`src/design/gbf_pkg.sv`:
```
`timescale 1ns / 1ps
// shared types and codes for the ghost border fill block
// no dependencies

package gbf_pkg;

    localparam int P_IW = 12;
    localparam int P_CFG_DW = 7;

    typedef logic [P_IW-1:0] t_idx;

    typedef enum logic [1:0] {
        K_WRITE = 2'd0,
        K_READ  = 2'd1,
        K_FILL  = 2'd2,
        K_NOP   = 2'd3
    } t_kind;

    typedef enum logic [1:0] {
        CFG_MODE   = 2'd0,
        CFG_MARGIN = 2'd1,
        CFG_ROWS   = 2'd2,
        CFG_COLS   = 2'd3
    } t_cfg_idx;

    localparam logic [2:0] M_NONE     = 3'd0;
    localparam logic [2:0] M_ZERO     = 3'd1;
    localparam logic [2:0] M_CONST    = 3'd2;
    localparam logic [2:0] M_LINEAR   = 3'd3;
    localparam logic [2:0] M_MIRROR   = 3'd4;
    localparam logic [2:0] M_PERIODIC = 3'd5;
    localparam logic [2:0] M_PER_LIN  = 3'd6;

    typedef enum logic [2:0] {
        P_ZERO,
        P_CONST,
        P_LINEAR,
        P_MIRROR,
        P_PERIODIC
    } t_pass;

    typedef enum logic [1:0] {
        PH_ROWS,
        PH_COLS,
        PH_CORNER
    } t_phase;

    typedef struct packed {
        logic   wr_item;
        logic   rd_item;
        logic   rd_a;
        logic   rd_b;
        logic   wr_fill;
        logic   load_out;
        logic   out_fill;
        logic   out_ok;
        t_phase phase;
        logic   far;
        logic [1:0] q;
        t_idx   a;
        t_idx   k;
    } t_cmd;

    typedef struct packed {
        logic fill_active;
        logic geo_ok;
        logic corner_needed;
        logic near_end;
        logic far_end;
        logic k_last;
        logic out_free;
        t_idx far_start;
    } t_sts;

endpackage

```
`src/design/gbf_ctrl.sv`:
```
`timescale 1ns / 1ps
// sequencer for item handling and the border fill walk
// depends on gbf_pkg

module gbf_ctrl import gbf_pkg::*; (
    input  logic  i_clk,
    input  logic  i_rst_n,
    input  logic  i_valid,
    input  logic [1:0] i_kind,
    output logic  o_ready,
    input  t_sts  i_sts,
    output t_cmd  o_cmd
);

    typedef enum logic [6:0] {
        S_IDLE   = 7'b0000001,
        S_RESULT = 7'b0000010,
        S_STEP   = 7'b0000100,
        S_RDA    = 7'b0001000,
        S_RDB    = 7'b0010000,
        S_WR     = 7'b0100000,
        S_SPARE  = 7'b1000000
    } t_state;

    t_state r_state, n_state;
    t_phase r_phase, n_phase;
    logic   r_far, n_far;
    logic [1:0] r_q, n_q;
    t_idx   r_a, n_a;
    t_idx   r_k, n_k;
    logic   r_fill, n_fill;
    logic   r_ok, n_ok;
    logic   acc;

    assign o_ready = (r_state == S_IDLE);
    assign acc = i_valid && o_ready;

    always_comb begin
        n_state = r_state;
        n_phase = r_phase;
        n_far   = r_far;
        n_q     = r_q;
        n_a     = r_a;
        n_k     = r_k;
        n_fill  = r_fill;
        n_ok    = r_ok;
        o_cmd   = '0;
        o_cmd.phase = r_phase;
        o_cmd.far   = r_far;
        o_cmd.q     = r_q;
        o_cmd.a     = r_a;
        o_cmd.k     = r_k;
        o_cmd.out_fill = r_fill;
        o_cmd.out_ok   = r_ok;
        unique case (r_state)
            S_IDLE: begin
                if (acc) begin
                    case (t_kind'(i_kind))
                        K_WRITE: o_cmd.wr_item = 1'b1;
                        K_READ: begin
                            o_cmd.rd_item = 1'b1;
                            n_fill  = 1'b0;
                            n_ok    = 1'b0;
                            n_state = S_RESULT;
                        end
                        K_FILL: begin
                            n_fill = 1'b1;
                            if (!i_sts.fill_active || !i_sts.geo_ok) begin
                                n_ok    = !i_sts.fill_active;
                                n_state = S_RESULT;
                            end else begin
                                n_phase = PH_ROWS;
                                n_far   = 1'b0;
                                n_a     = '0;
                                n_k     = '0;
                                n_q     = '0;
                                n_state = S_STEP;
                            end
                        end
                        default: ;
                    endcase
                end
            end
            S_RESULT: begin
                if (i_sts.out_free) begin
                    o_cmd.load_out = 1'b1;
                    n_state = S_IDLE;
                end
            end
            S_STEP: begin
                if (r_phase == PH_CORNER) begin
                    if (i_sts.near_end) begin
                        n_ok    = 1'b1;
                        n_state = S_RESULT;
                    end else begin
                        n_state = S_RDA;
                    end
                end else if (!r_far) begin
                    if (i_sts.near_end) begin
                        n_far = 1'b1;
                        n_a   = i_sts.far_start;
                    end else begin
                        n_state = S_RDA;
                    end
                end else if (i_sts.far_end) begin
                    n_far = 1'b0;
                    n_a   = '0;
                    if (!i_sts.k_last) begin
                        n_k = r_k + 1'b1;
                    end else if (r_phase == PH_ROWS) begin
                        n_phase = PH_COLS;
                        n_k     = '0;
                    end else if (i_sts.corner_needed) begin
                        n_phase = PH_CORNER;
                        n_q     = '0;
                    end else begin
                        n_ok    = 1'b1;
                        n_state = S_RESULT;
                    end
                end else begin
                    n_state = S_RDA;
                end
            end
            S_RDA: begin
                o_cmd.rd_a = 1'b1;
                n_state = S_RDB;
            end
            S_RDB: begin
                o_cmd.rd_b = 1'b1;
                n_state = S_WR;
            end
            S_WR: begin
                o_cmd.wr_fill = 1'b1;
                if (r_phase == PH_CORNER) begin
                    n_q = r_q + 1'b1;
                    if (r_q == 2'd3) n_a = r_a + 1'b1;
                end else begin
                    n_a = r_a + 1'b1;
                end
                n_state = S_STEP;
            end
            default: n_state = S_IDLE;
        endcase
    end

    always_ff @(posedge i_clk) begin
        if (!i_rst_n) begin
            r_state <= S_IDLE;
            r_phase <= PH_ROWS;
            r_far   <= 1'b0;
            r_q     <= '0;
            r_a     <= '0;
            r_k     <= '0;
            r_fill  <= 1'b0;
            r_ok    <= 1'b0;
        end else begin
            r_state <= n_state;
            r_phase <= n_phase;
            r_far   <= n_far;
            r_q     <= n_q;
            r_a     <= n_a;
            r_k     <= n_k;
            r_fill  <= n_fill;
            r_ok    <= n_ok;
        end
    end

endmodule

```
`config.mk`:
```
export PLATFORM = sky130hd
export DESIGN_NAME = gbf_ctrl
export DESIGN_NICKNAME = d
export VERILOG_FILES = /design/src/design/gbf_pkg.sv /design/src/design/gbf_ctrl.sv
export SDC_FILE = /design/constraint.sdc
export NUM_CORES = 1
export LEC_CHECK = 0
export BUFFER_PORTS_ARGS = -buffer_cell sky130_fd_sc_hd__buf_4
export CAP_MARGIN = 25
export CORE_MARGIN = 3
export CORE_UTILIZATION = 45
export CTS_BUF_LIST = sky130_fd_sc_hd__clkbuf_8
export CTS_CLUSTER_DIAMETER = 80
export DETAILED_ROUTE_END_ITERATION = 12
export HOLD_SLACK_MARGIN = 0.03
export PLACE_DENSITY = 0.66
export SYNTH_ARGS = -nofsm -noshare
export SYNTH_HDL_FRONTEND = slang
export SYNTH_SLANG_ARGS = --single-unit
```
`constraint.sdc`:
```
create_clock -name i_clk -period 2.6 [get_ports i_clk]
set_input_delay 0.13 -clock i_clk [delete_from_list [all_inputs] [get_ports i_clk]]
set_output_delay 0.13 -clock i_clk [all_outputs]
set_load 0.01 [all_outputs]
```
Yosys cells after proc, flatten, opt, wreduce, memory -nomap -nowiden. Index checks and enable logic that the tools add are counted.

Register bits after elaboration: 38. Input bits: 24. Output and inout port bits: 38. Logic and storage cells: 142.

Add/sub/neg operators: 3. Eq/ne operators: 38. Muxes and demuxes: 76. Reduce and logical (&&, ||, !) cells: 17.

Operator list (count): $mux 12 (14); $mux 7 (9); $pmux 7 s6 (1); $mux 2 (18); $ne 3x3->1 const B (12); $pmux 12 s3 (1); $add 12x1->12 const B (2); $pmux 12 s2 (1); $mux 1 (23); $ne 2x2->1 const B (9); $reduce_and 8->1 (2); $ne 5x5->1 const B (3); $pmux 7 s2 (1); $reduce_and 11->1 (1); $reduce_and 10->1 (1); $reduce_and 9->1 (1); $pmux 1 s2 (4); $eq 7x1->1 const B (1); $eq 7x2->1 const B (1); $eq 7x3->1 const B (1); $eq 7x4->1 const B (1); $eq 7x5->1 const B (1); $eq 7x6->1 const B (1); $reduce_and 7->1 (1); 18 further kinds (24).

Logic depth before layout (Yosys ltp). Gate-level depths: netlist of the first run.

Depth after elaboration: 7. Mapped depth: 9. Mapped depth without buffers: 7.

Worst setup path before layout of the first run. No wires, ideal clock.

Path kind: register to register. From: register r_phase[0]. To: register r_k[11]. Setup time: 0.070 ns. Arrival time: 1.892 ns. Data required time: 2.530 ns. Path slack: 0.638 ns. Cell stages (with the launch flop): 9. Path buffers: 3. Clock period less this slack: 1.962 ns. Cells stage by stage: dfxtp_1 -> buf_4 -> nor2b_1 -> buf_2 -> a211oi_1 -> o2111ai_1 -> clkbuf_1 -> or3_1 -> a21oi_1.

Word-level cells in the longest chain between the ends: 3. Elaborated cells on any way between the ends: 5. Those cells by class: eq/ne: 3; reduce/logical: 2.

RTL lines: start: declaration (RTL line gbf_ctrl.sv:26) `t_phase r_phase, n_phase;`; start signal: assignment (RTL line gbf_ctrl.sv:158) `r_phase <= n_phase;`; $eq 2x2->1 / $logic_not 2->1 (equally long branches) (RTL line gbf_ctrl.sv:91, gbf_ctrl.sv:110); $ne 2x2->1 (no source line) / $ne 3x3->1 (equally long branches); $reduce_and 8->1 (no source line) (*); end signal: assignment (RTL line gbf_ctrl.sv:162) `r_k <= n_k;`; end: declaration (RTL line gbf_ctrl.sv:30) `t_idx r_k, n_k;`.

Every way passes the cells marked *; elsewhere a longest branch is shown, timed or not. A chain may end at the register's enable or synchronous reset.

Final worst setup path of the first run.
From: register r_phase[0]. To: register r_k[4].

The elaborated chain is that of the path after synthesis.

==> impl_results.md, run 1 <==
* Status: complete, no violations
* Arr. time, crit path at 2.53 ns
* I/O pins at 62
* Iteration count of the initial detailed-routing pass at 4
* Commonest non-fill, non-tap cell in the layout: buf_4
* Total number of yosys warnings at 0
* Vias post-DR at 2325
* Global Route Usage Sum at 20.9%
* Root buffer cell: clkbuf_8
* Post-CTS setup buffers at 0
* WHS Path Cells at 3
* Critical path class: register to register
* Initial antenna violation count at 0
* Top FF cell, synth: dfxtp_1
* Routability congestion estimate at 0.861
* Crit. End Element: register
* Worst-Margin Slew at 0.877 ns
* CTS tree: done
* Clk Latency, worst-skew pair at 0.29 ns
* Crit share post-route at 90.3%
* Detailed Place HPWL at 4430 um
* Congestion Overflow GR at 0
* TritonCTS Buffers at 5
* Register area share after synthesis at 32.8%
* Area grow syn2layout at 24.8%
* Die Y at 76.8 um
* CP required at 2.78 ns
* Initial Util at 47.1%
* Power per Cell Area at 627 nW/um^2
* FF-to-FF path depth at 5
* Min Tclk post-route at 2.35 ns
* Slew Viols, Final at 0
* Clk buf depth at 2
* CP startpoint kind: register
* Most frequent cells in the layout: 66 x buf_4, 37 x dfxtp_1, 27 x nand2_1
* Number of enable flip-flop cells after synthesis at 0
* Port Buf Inserts at 61
* DRC viols at 0
* # hold bufs at CTS at 0
* Register bit total from synthesis at 37
* Mapped Nets at 313
* Reg2reg start: r_phase[0]$_SDFFE_PN0P_
* Leakage at 1.09 nW
* Mapped cell area at 2260 sq um
* Reg-to-reg slack, setup at 0.25 ns
* Slew headroom at 41.2%
* Final wirelength at 6020 um
* Synth unique cells at 54
* Fraction of registers with async set or reset after synthesis at 0%
* Clock Pin Slew Worst Setup and Hold Paths at 0.07 ns
* Setup Viol. Count Final at 0
* Htree depth at 2
* First-pass GRT wire length at 10300 um
* Max Cap Viol at 0
* Core Rows at 25
* Hold_sp: i_sts[11]
* Syn Area/Cell at 7.97 sq um
* Placed inst area at 2740 sq um
* Ant. Diodes at 0
* Vias in the first global route at 2156
* Initial DRC count at 161
* Hold EP: r_a[11]$_SDFFE_PN0P_
* Crit Path Max Fanout at 13
* Routed WL per cell at 14.9 um
* Fmax at 0.426 GHz
* Layout cell share with drive strength beyond 1 at 25.1%
* Routed Antenna Nets at 0
* RSZ-0062 raised after global routing: false
* Resize count post-CTS at 0
* Core area at 4790 sq um
* Final Instance Area at 2820 sq um
* Hold/Removal Path Class: input port to register
* Chip width at 76.8 um
* Layout net count at 369
* Clock sinks at 37
* Reg-to-reg critical path endpoint: r_k[4]$_SDFFE_PN0P_
* Pin count of the biggest net entering global routing at 20
* Setup TNS at 0 ns
* Die ar. at 5900 sq um
* VDD IR max at 0.000418 V
* Worst Skew at 0.00639 ns
* Vias per cell at 5.74
* Synth Instances at 283
* Hold Vio Cnt, Final at 0
[worst max-delay path: stages, from the launching register on]
cell      delay, ns
dfxtp_1        0.50
nor2b_1        0.22
nor3b_1        0.35
o211ai_1       0.19
o21ai_1        0.73
o21ba_2        0.25
[kinds of logic after synthesis]
kind of cell,synth area share [%]
adders and majority gates,3.33
xor gates and xnor gates,2.33
DFF,32.8
and+or+nand+nor,26.7
buffers and inverters,5.60
muxes,1.77
AOI/OAI and AO/OA,27.5
[final cells by class]
type	instances	area (sq um)
inverter	9	33.8
clock buffer	5	68.8
timing repair buffer	66	495
clock inverter	1	5.00
multi-input combinational	220	1390
tap	67	83.8
sequential	37	741
fill	469	1970
[where the power goes]
part	switching [W]	internal, W	leakage, nW
clock network	0.000195	0.000176	0.0399
logic	0.000385	0.000299	0.753
registers	0.0000867	0.000625	0.299
total	0.000667	0.00110	1.09
[flip-flops by register name, summed over array words and instances, names as in the netlist]
register and count:
r_ok 1, r_a 12, r_q 2, r_far 1
r_fill 1, r_state 6, r_phase 2, r_k 12
[metal layers]
layer | up-vias | share of wire (%) | GRT usage, %
met5 | - | 0 | 0
met1 | 1055 | 47 | 28.5
met2 | 91 | 44 | 32.0
met4 | 0 | 1.1 | 5.98
met3 | 7 | 8.3 | 5.99
li1 | 1172 | - | -
[through the flow]
stage | hold WS, ns | power [W] | worst slack [ns] | cells | utilization [%]
5_1_grt | 0.126 | 0.00190 | 0.0331 | 405 | 58.8
3_3_place_gp | 0.396 | 0.00140 | 0.330 | 399 | 57.3
2_1_floorplan | 0.290 | 0.00117 | 0.638 | 283 | -
4_1_cts | 0.103 | 0.00178 | 0.278 | 405 | 58.8
3_5_place_dp | 0.406 | 0.00140 | 0.289 | 399 | 57.3
6_report | 0.107 | 0.00177 | 0.252 | 405 | 58.8
[synth_stat cells (6+ instances only)]
library cell	instances	area [sq um]
clkbuf_1	7	26.3
o211ai_1	6	45.0
a21oi_1	20	100
nand2_1	27	101
nand3_1	10	50.1
nand4_1	7	43.8
or4_1	6	45.0
inv_1	7	26.3
nor2_1	23	86.3
dfxtp_1	37	741
ha_1	6	75.1
o21a_1	6	45.0
o21ai_0	16	80.1
nor3_1	12	60.1
[how the worst max path moves through the flow]
| stage | start | slack [ns] | endpoint |
|---|---|---|---|
| finish | r_phase[0]$_SDFFE_PN0P_ | 0.25 | r_k[4]$_SDFFE_PN0P_ |
| detailed placement | r_phase[0]$_SDFFE_PN0P_ | 0.29 | r_k[3]$_SDFFE_PN0P_ |
| global route | r_phase[0]$_SDFFE_PN0P_ | 0.03 | r_k[8]$_SDFFE_PN0P_ |
| floorplan | r_phase[0]$_SDFFE_PN0P_ | 0.64 | r_k[11]$_SDFFE_PN0P_ |
| global placement | r_phase[0]$_SDFFE_PN0P_ | 0.33 | r_k[3]$_SDFFE_PN0P_ |
| CTS | r_phase[0]$_SDFFE_PN0P_ | 0.28 | r_k[6]$_SDFFE_PN0P_ |
Power figures use the tool's default switching activity.
==> run 2: changes to the inputs <==
- CORE_UTILIZATION: 45 -> 54
- MAX_ROUTING_LAYER: default -> met4
- PLACE_DENSITY: 0.66 -> 0.78
==> run 2 against run 1 <==
Design area down 0.58%. Core utilization up 14 points. Routed wire length down 2.8%. Flip-flop and latch count unchanged. Non-clock buffer count up 1. Via count up 1.2%. Global-route usage up 3.1 points. Largest cell class unchanged.
==> impl_results.md, run 2 (synthesis gave the netlist of run 1 again) <==
* Status: complete, no violations
* Leakage at 1.10 nW (+0.48%)
* Reg2reg start: r_state[5]$_SDFFE_PN0P_
* Worst hold slack at 0.121 ns (+0.0143 ns)
* Core area at 3850 sq um (-19%)
* Clock Pin Slew Worst Setup and Hold Paths at 0.07 ns (about the same)
* Die ar. at 4990 sq um (-15%)
* Setup TNS at 0 ns (unchanged)
* Htree depth at 2 (unchanged)
* Pin count of the biggest net entering global routing at 20 (unchanged)
* Vias per cell at 6.08 (+6.0%)
* Initial Util at 58.5% (+11 points)
* Detailed Place HPWL at 4370 um (-1.3%)
* I/O pins at 62 (unchanged)
* Port Buf Inserts at 61 (unchanged)
* Min Tclk post-route at 2.33 ns (-0.0183 ns)
* Chip width at 70.6 um (-8.0%)
* Overall power at 0.00177 W (+0.27%)
* Arr. time, crit path at 2.51 ns (-0.02 ns)
* Ant. Diodes at 0 (unchanged)
* Area grow syn2layout at 24.1%
* CTS tree: done
* Critical path class: register to register
* First-pass GRT wire length at 9630 um (-6.3%)
* RSZ-0062 raised after global routing: false
* Slew headroom at 40.4% (-0.75 points)
* Fmax at 0.429 GHz (+0.79%)
* VDD IR max at 0.000392 V (-6.4%)
* Most frequent cells in the layout: 67 x buf_4, 37 x dfxtp_1, 27 x nand2_1
* Hold Vio Cnt, Final at 0 (unchanged)
* Worst Setup SP: r_state[5]$_SDFFE_PN0P_
* Worst-Margin Slew at 0.888 ns (+0.0112 ns)
* Iteration count of the initial detailed-routing pass at 4 (unchanged)
* Die Y at 70.6 um (-8.0%)
* Core Rows at 22 (-12%)
* Layout cell share with drive strength beyond 1 at 25.4% (+0.22 points)
* Layout net count at 370 (+0.27%)
* Setup Viol. Count Final at 0 (unchanged)
* DRC viols at 0 (unchanged)
* Routed Antenna Nets at 0 (unchanged)
* Root buffer cell: clkbuf_8
* Crit. End Element: register
* Hold/Removal Path Class: input port to register
* Initial antenna violation count at 0 (unchanged)
* # hold bufs at CTS at 0 (unchanged)
* Global Route Usage Sum at 24.0% (+3.1 points)
* Max Cap Viol at 0 (unchanged)
* Clock sinks at 37 (unchanged)
* Routed WL per cell at 15.1 um (+1.7%)
* Hold_sp: i_sts[9]
* Initial DRC count at 135 (-16%)
* Slew Viols, Final at 0 (unchanged)
* CP required at 2.78 ns (about the same)
* Resize count post-CTS at 0 (unchanged)
* Clk Latency, worst-skew pair at 0.28 ns (about the same)
* Crit Path Max Fanout at 13 (unchanged)
* Post-CTS setup buffers at 0 (unchanged)
* CP startpoint kind: register
* TritonCTS Buffers at 5 (unchanged)
* Worst Skew at 0.00597 ns (-0.000419 ns)
* Clk buf depth at 2 (unchanged)
* Final wirelength at 5850 um (-2.8%)
* Commonest non-fill, non-tap cell in the layout: buf_4
* Vias post-DR at 2354 (+1.2%)
* Congestion Overflow GR at 0 (unchanged)
* Biggest regs: r_a x12, r_k x12, r_state x6
* Vias in the first global route at 2089 (-3.1%)
* Crit share post-route at 89.6% (-0.70 points)
* Power per Cell Area at 633 nW/um^2 (+0.85%)
* Routability congestion estimate at 0.861 (about the same)
## run 2: critical path, cell delays in order, from the launching register on
cell and delay [ns]:
dfxtp_1 0.37, nor4_2 0.41, o21a_1 0.27, o211ai_1 0.18
o21ai_1 0.74, o21ba_2 0.26
## run 2: worst paths after layout
| kind | to | slack [ns] | cells past startpoint |
|---|---|---|---|
| max | r_k[4]$_SDFFE_PN0P_ | 0.27 | 5 |
| min | r_a[9]$_SDFFE_PN0P_ | 0.12 | 3 |
| max reg2reg | r_k[4]$_SDFFE_PN0P_ | 0.27 | 5 |
| min reg2reg | r_ok$_SDFFE_PN0P_ | 0.47 | 2 |
## run 2: area by class of cell
cell class | instances | area [sq um]
Multi-Input combinational cell | 220 | 1390
Fill cell | 345 | 1050
Sequential cell | 37 | 741
Timing Repair Buffer | 67 | 503
Clock buffer | 5 | 68.8
Tap cell | 48 | 60.1
Inverter | 9 | 33.8
Clock inverter | 1 | 5.00
## run 2: stage by stage
stage / instance area (sq um) / utilization [%] / cells / worst slack (ns)
2_1_floorplan: 2260 / - / 283 / 0.638
3_3_place_gp: 2730 / 70.7 / 381 / 0.385
3_5_place_dp: 2730 / 70.7 / 381 / 0.327
4_1_cts: 2800 / 72.7 / 387 / 0.299
5_1_grt: 2800 / 72.7 / 387 / 0.0498
6_report: 2800 / 72.7 / 387 / 0.271
## run 2: power breakdown
group | switching [W] | total, W | internal (W)
clock network | 0.000194 | 0.000370 | 0.000176
logic | 0.000385 | 0.000692 | 0.000307
registers | 0.0000851 | 0.000710 | 0.000625
total | 0.000664 | 0.00177 | 0.00111
## run 2: metal layers
metal  wire length (um)  track usage [%]
met1               2610             31.8
met2               2800             36.8
met3                369             4.69
met4                 74             7.72
met5                  0                -
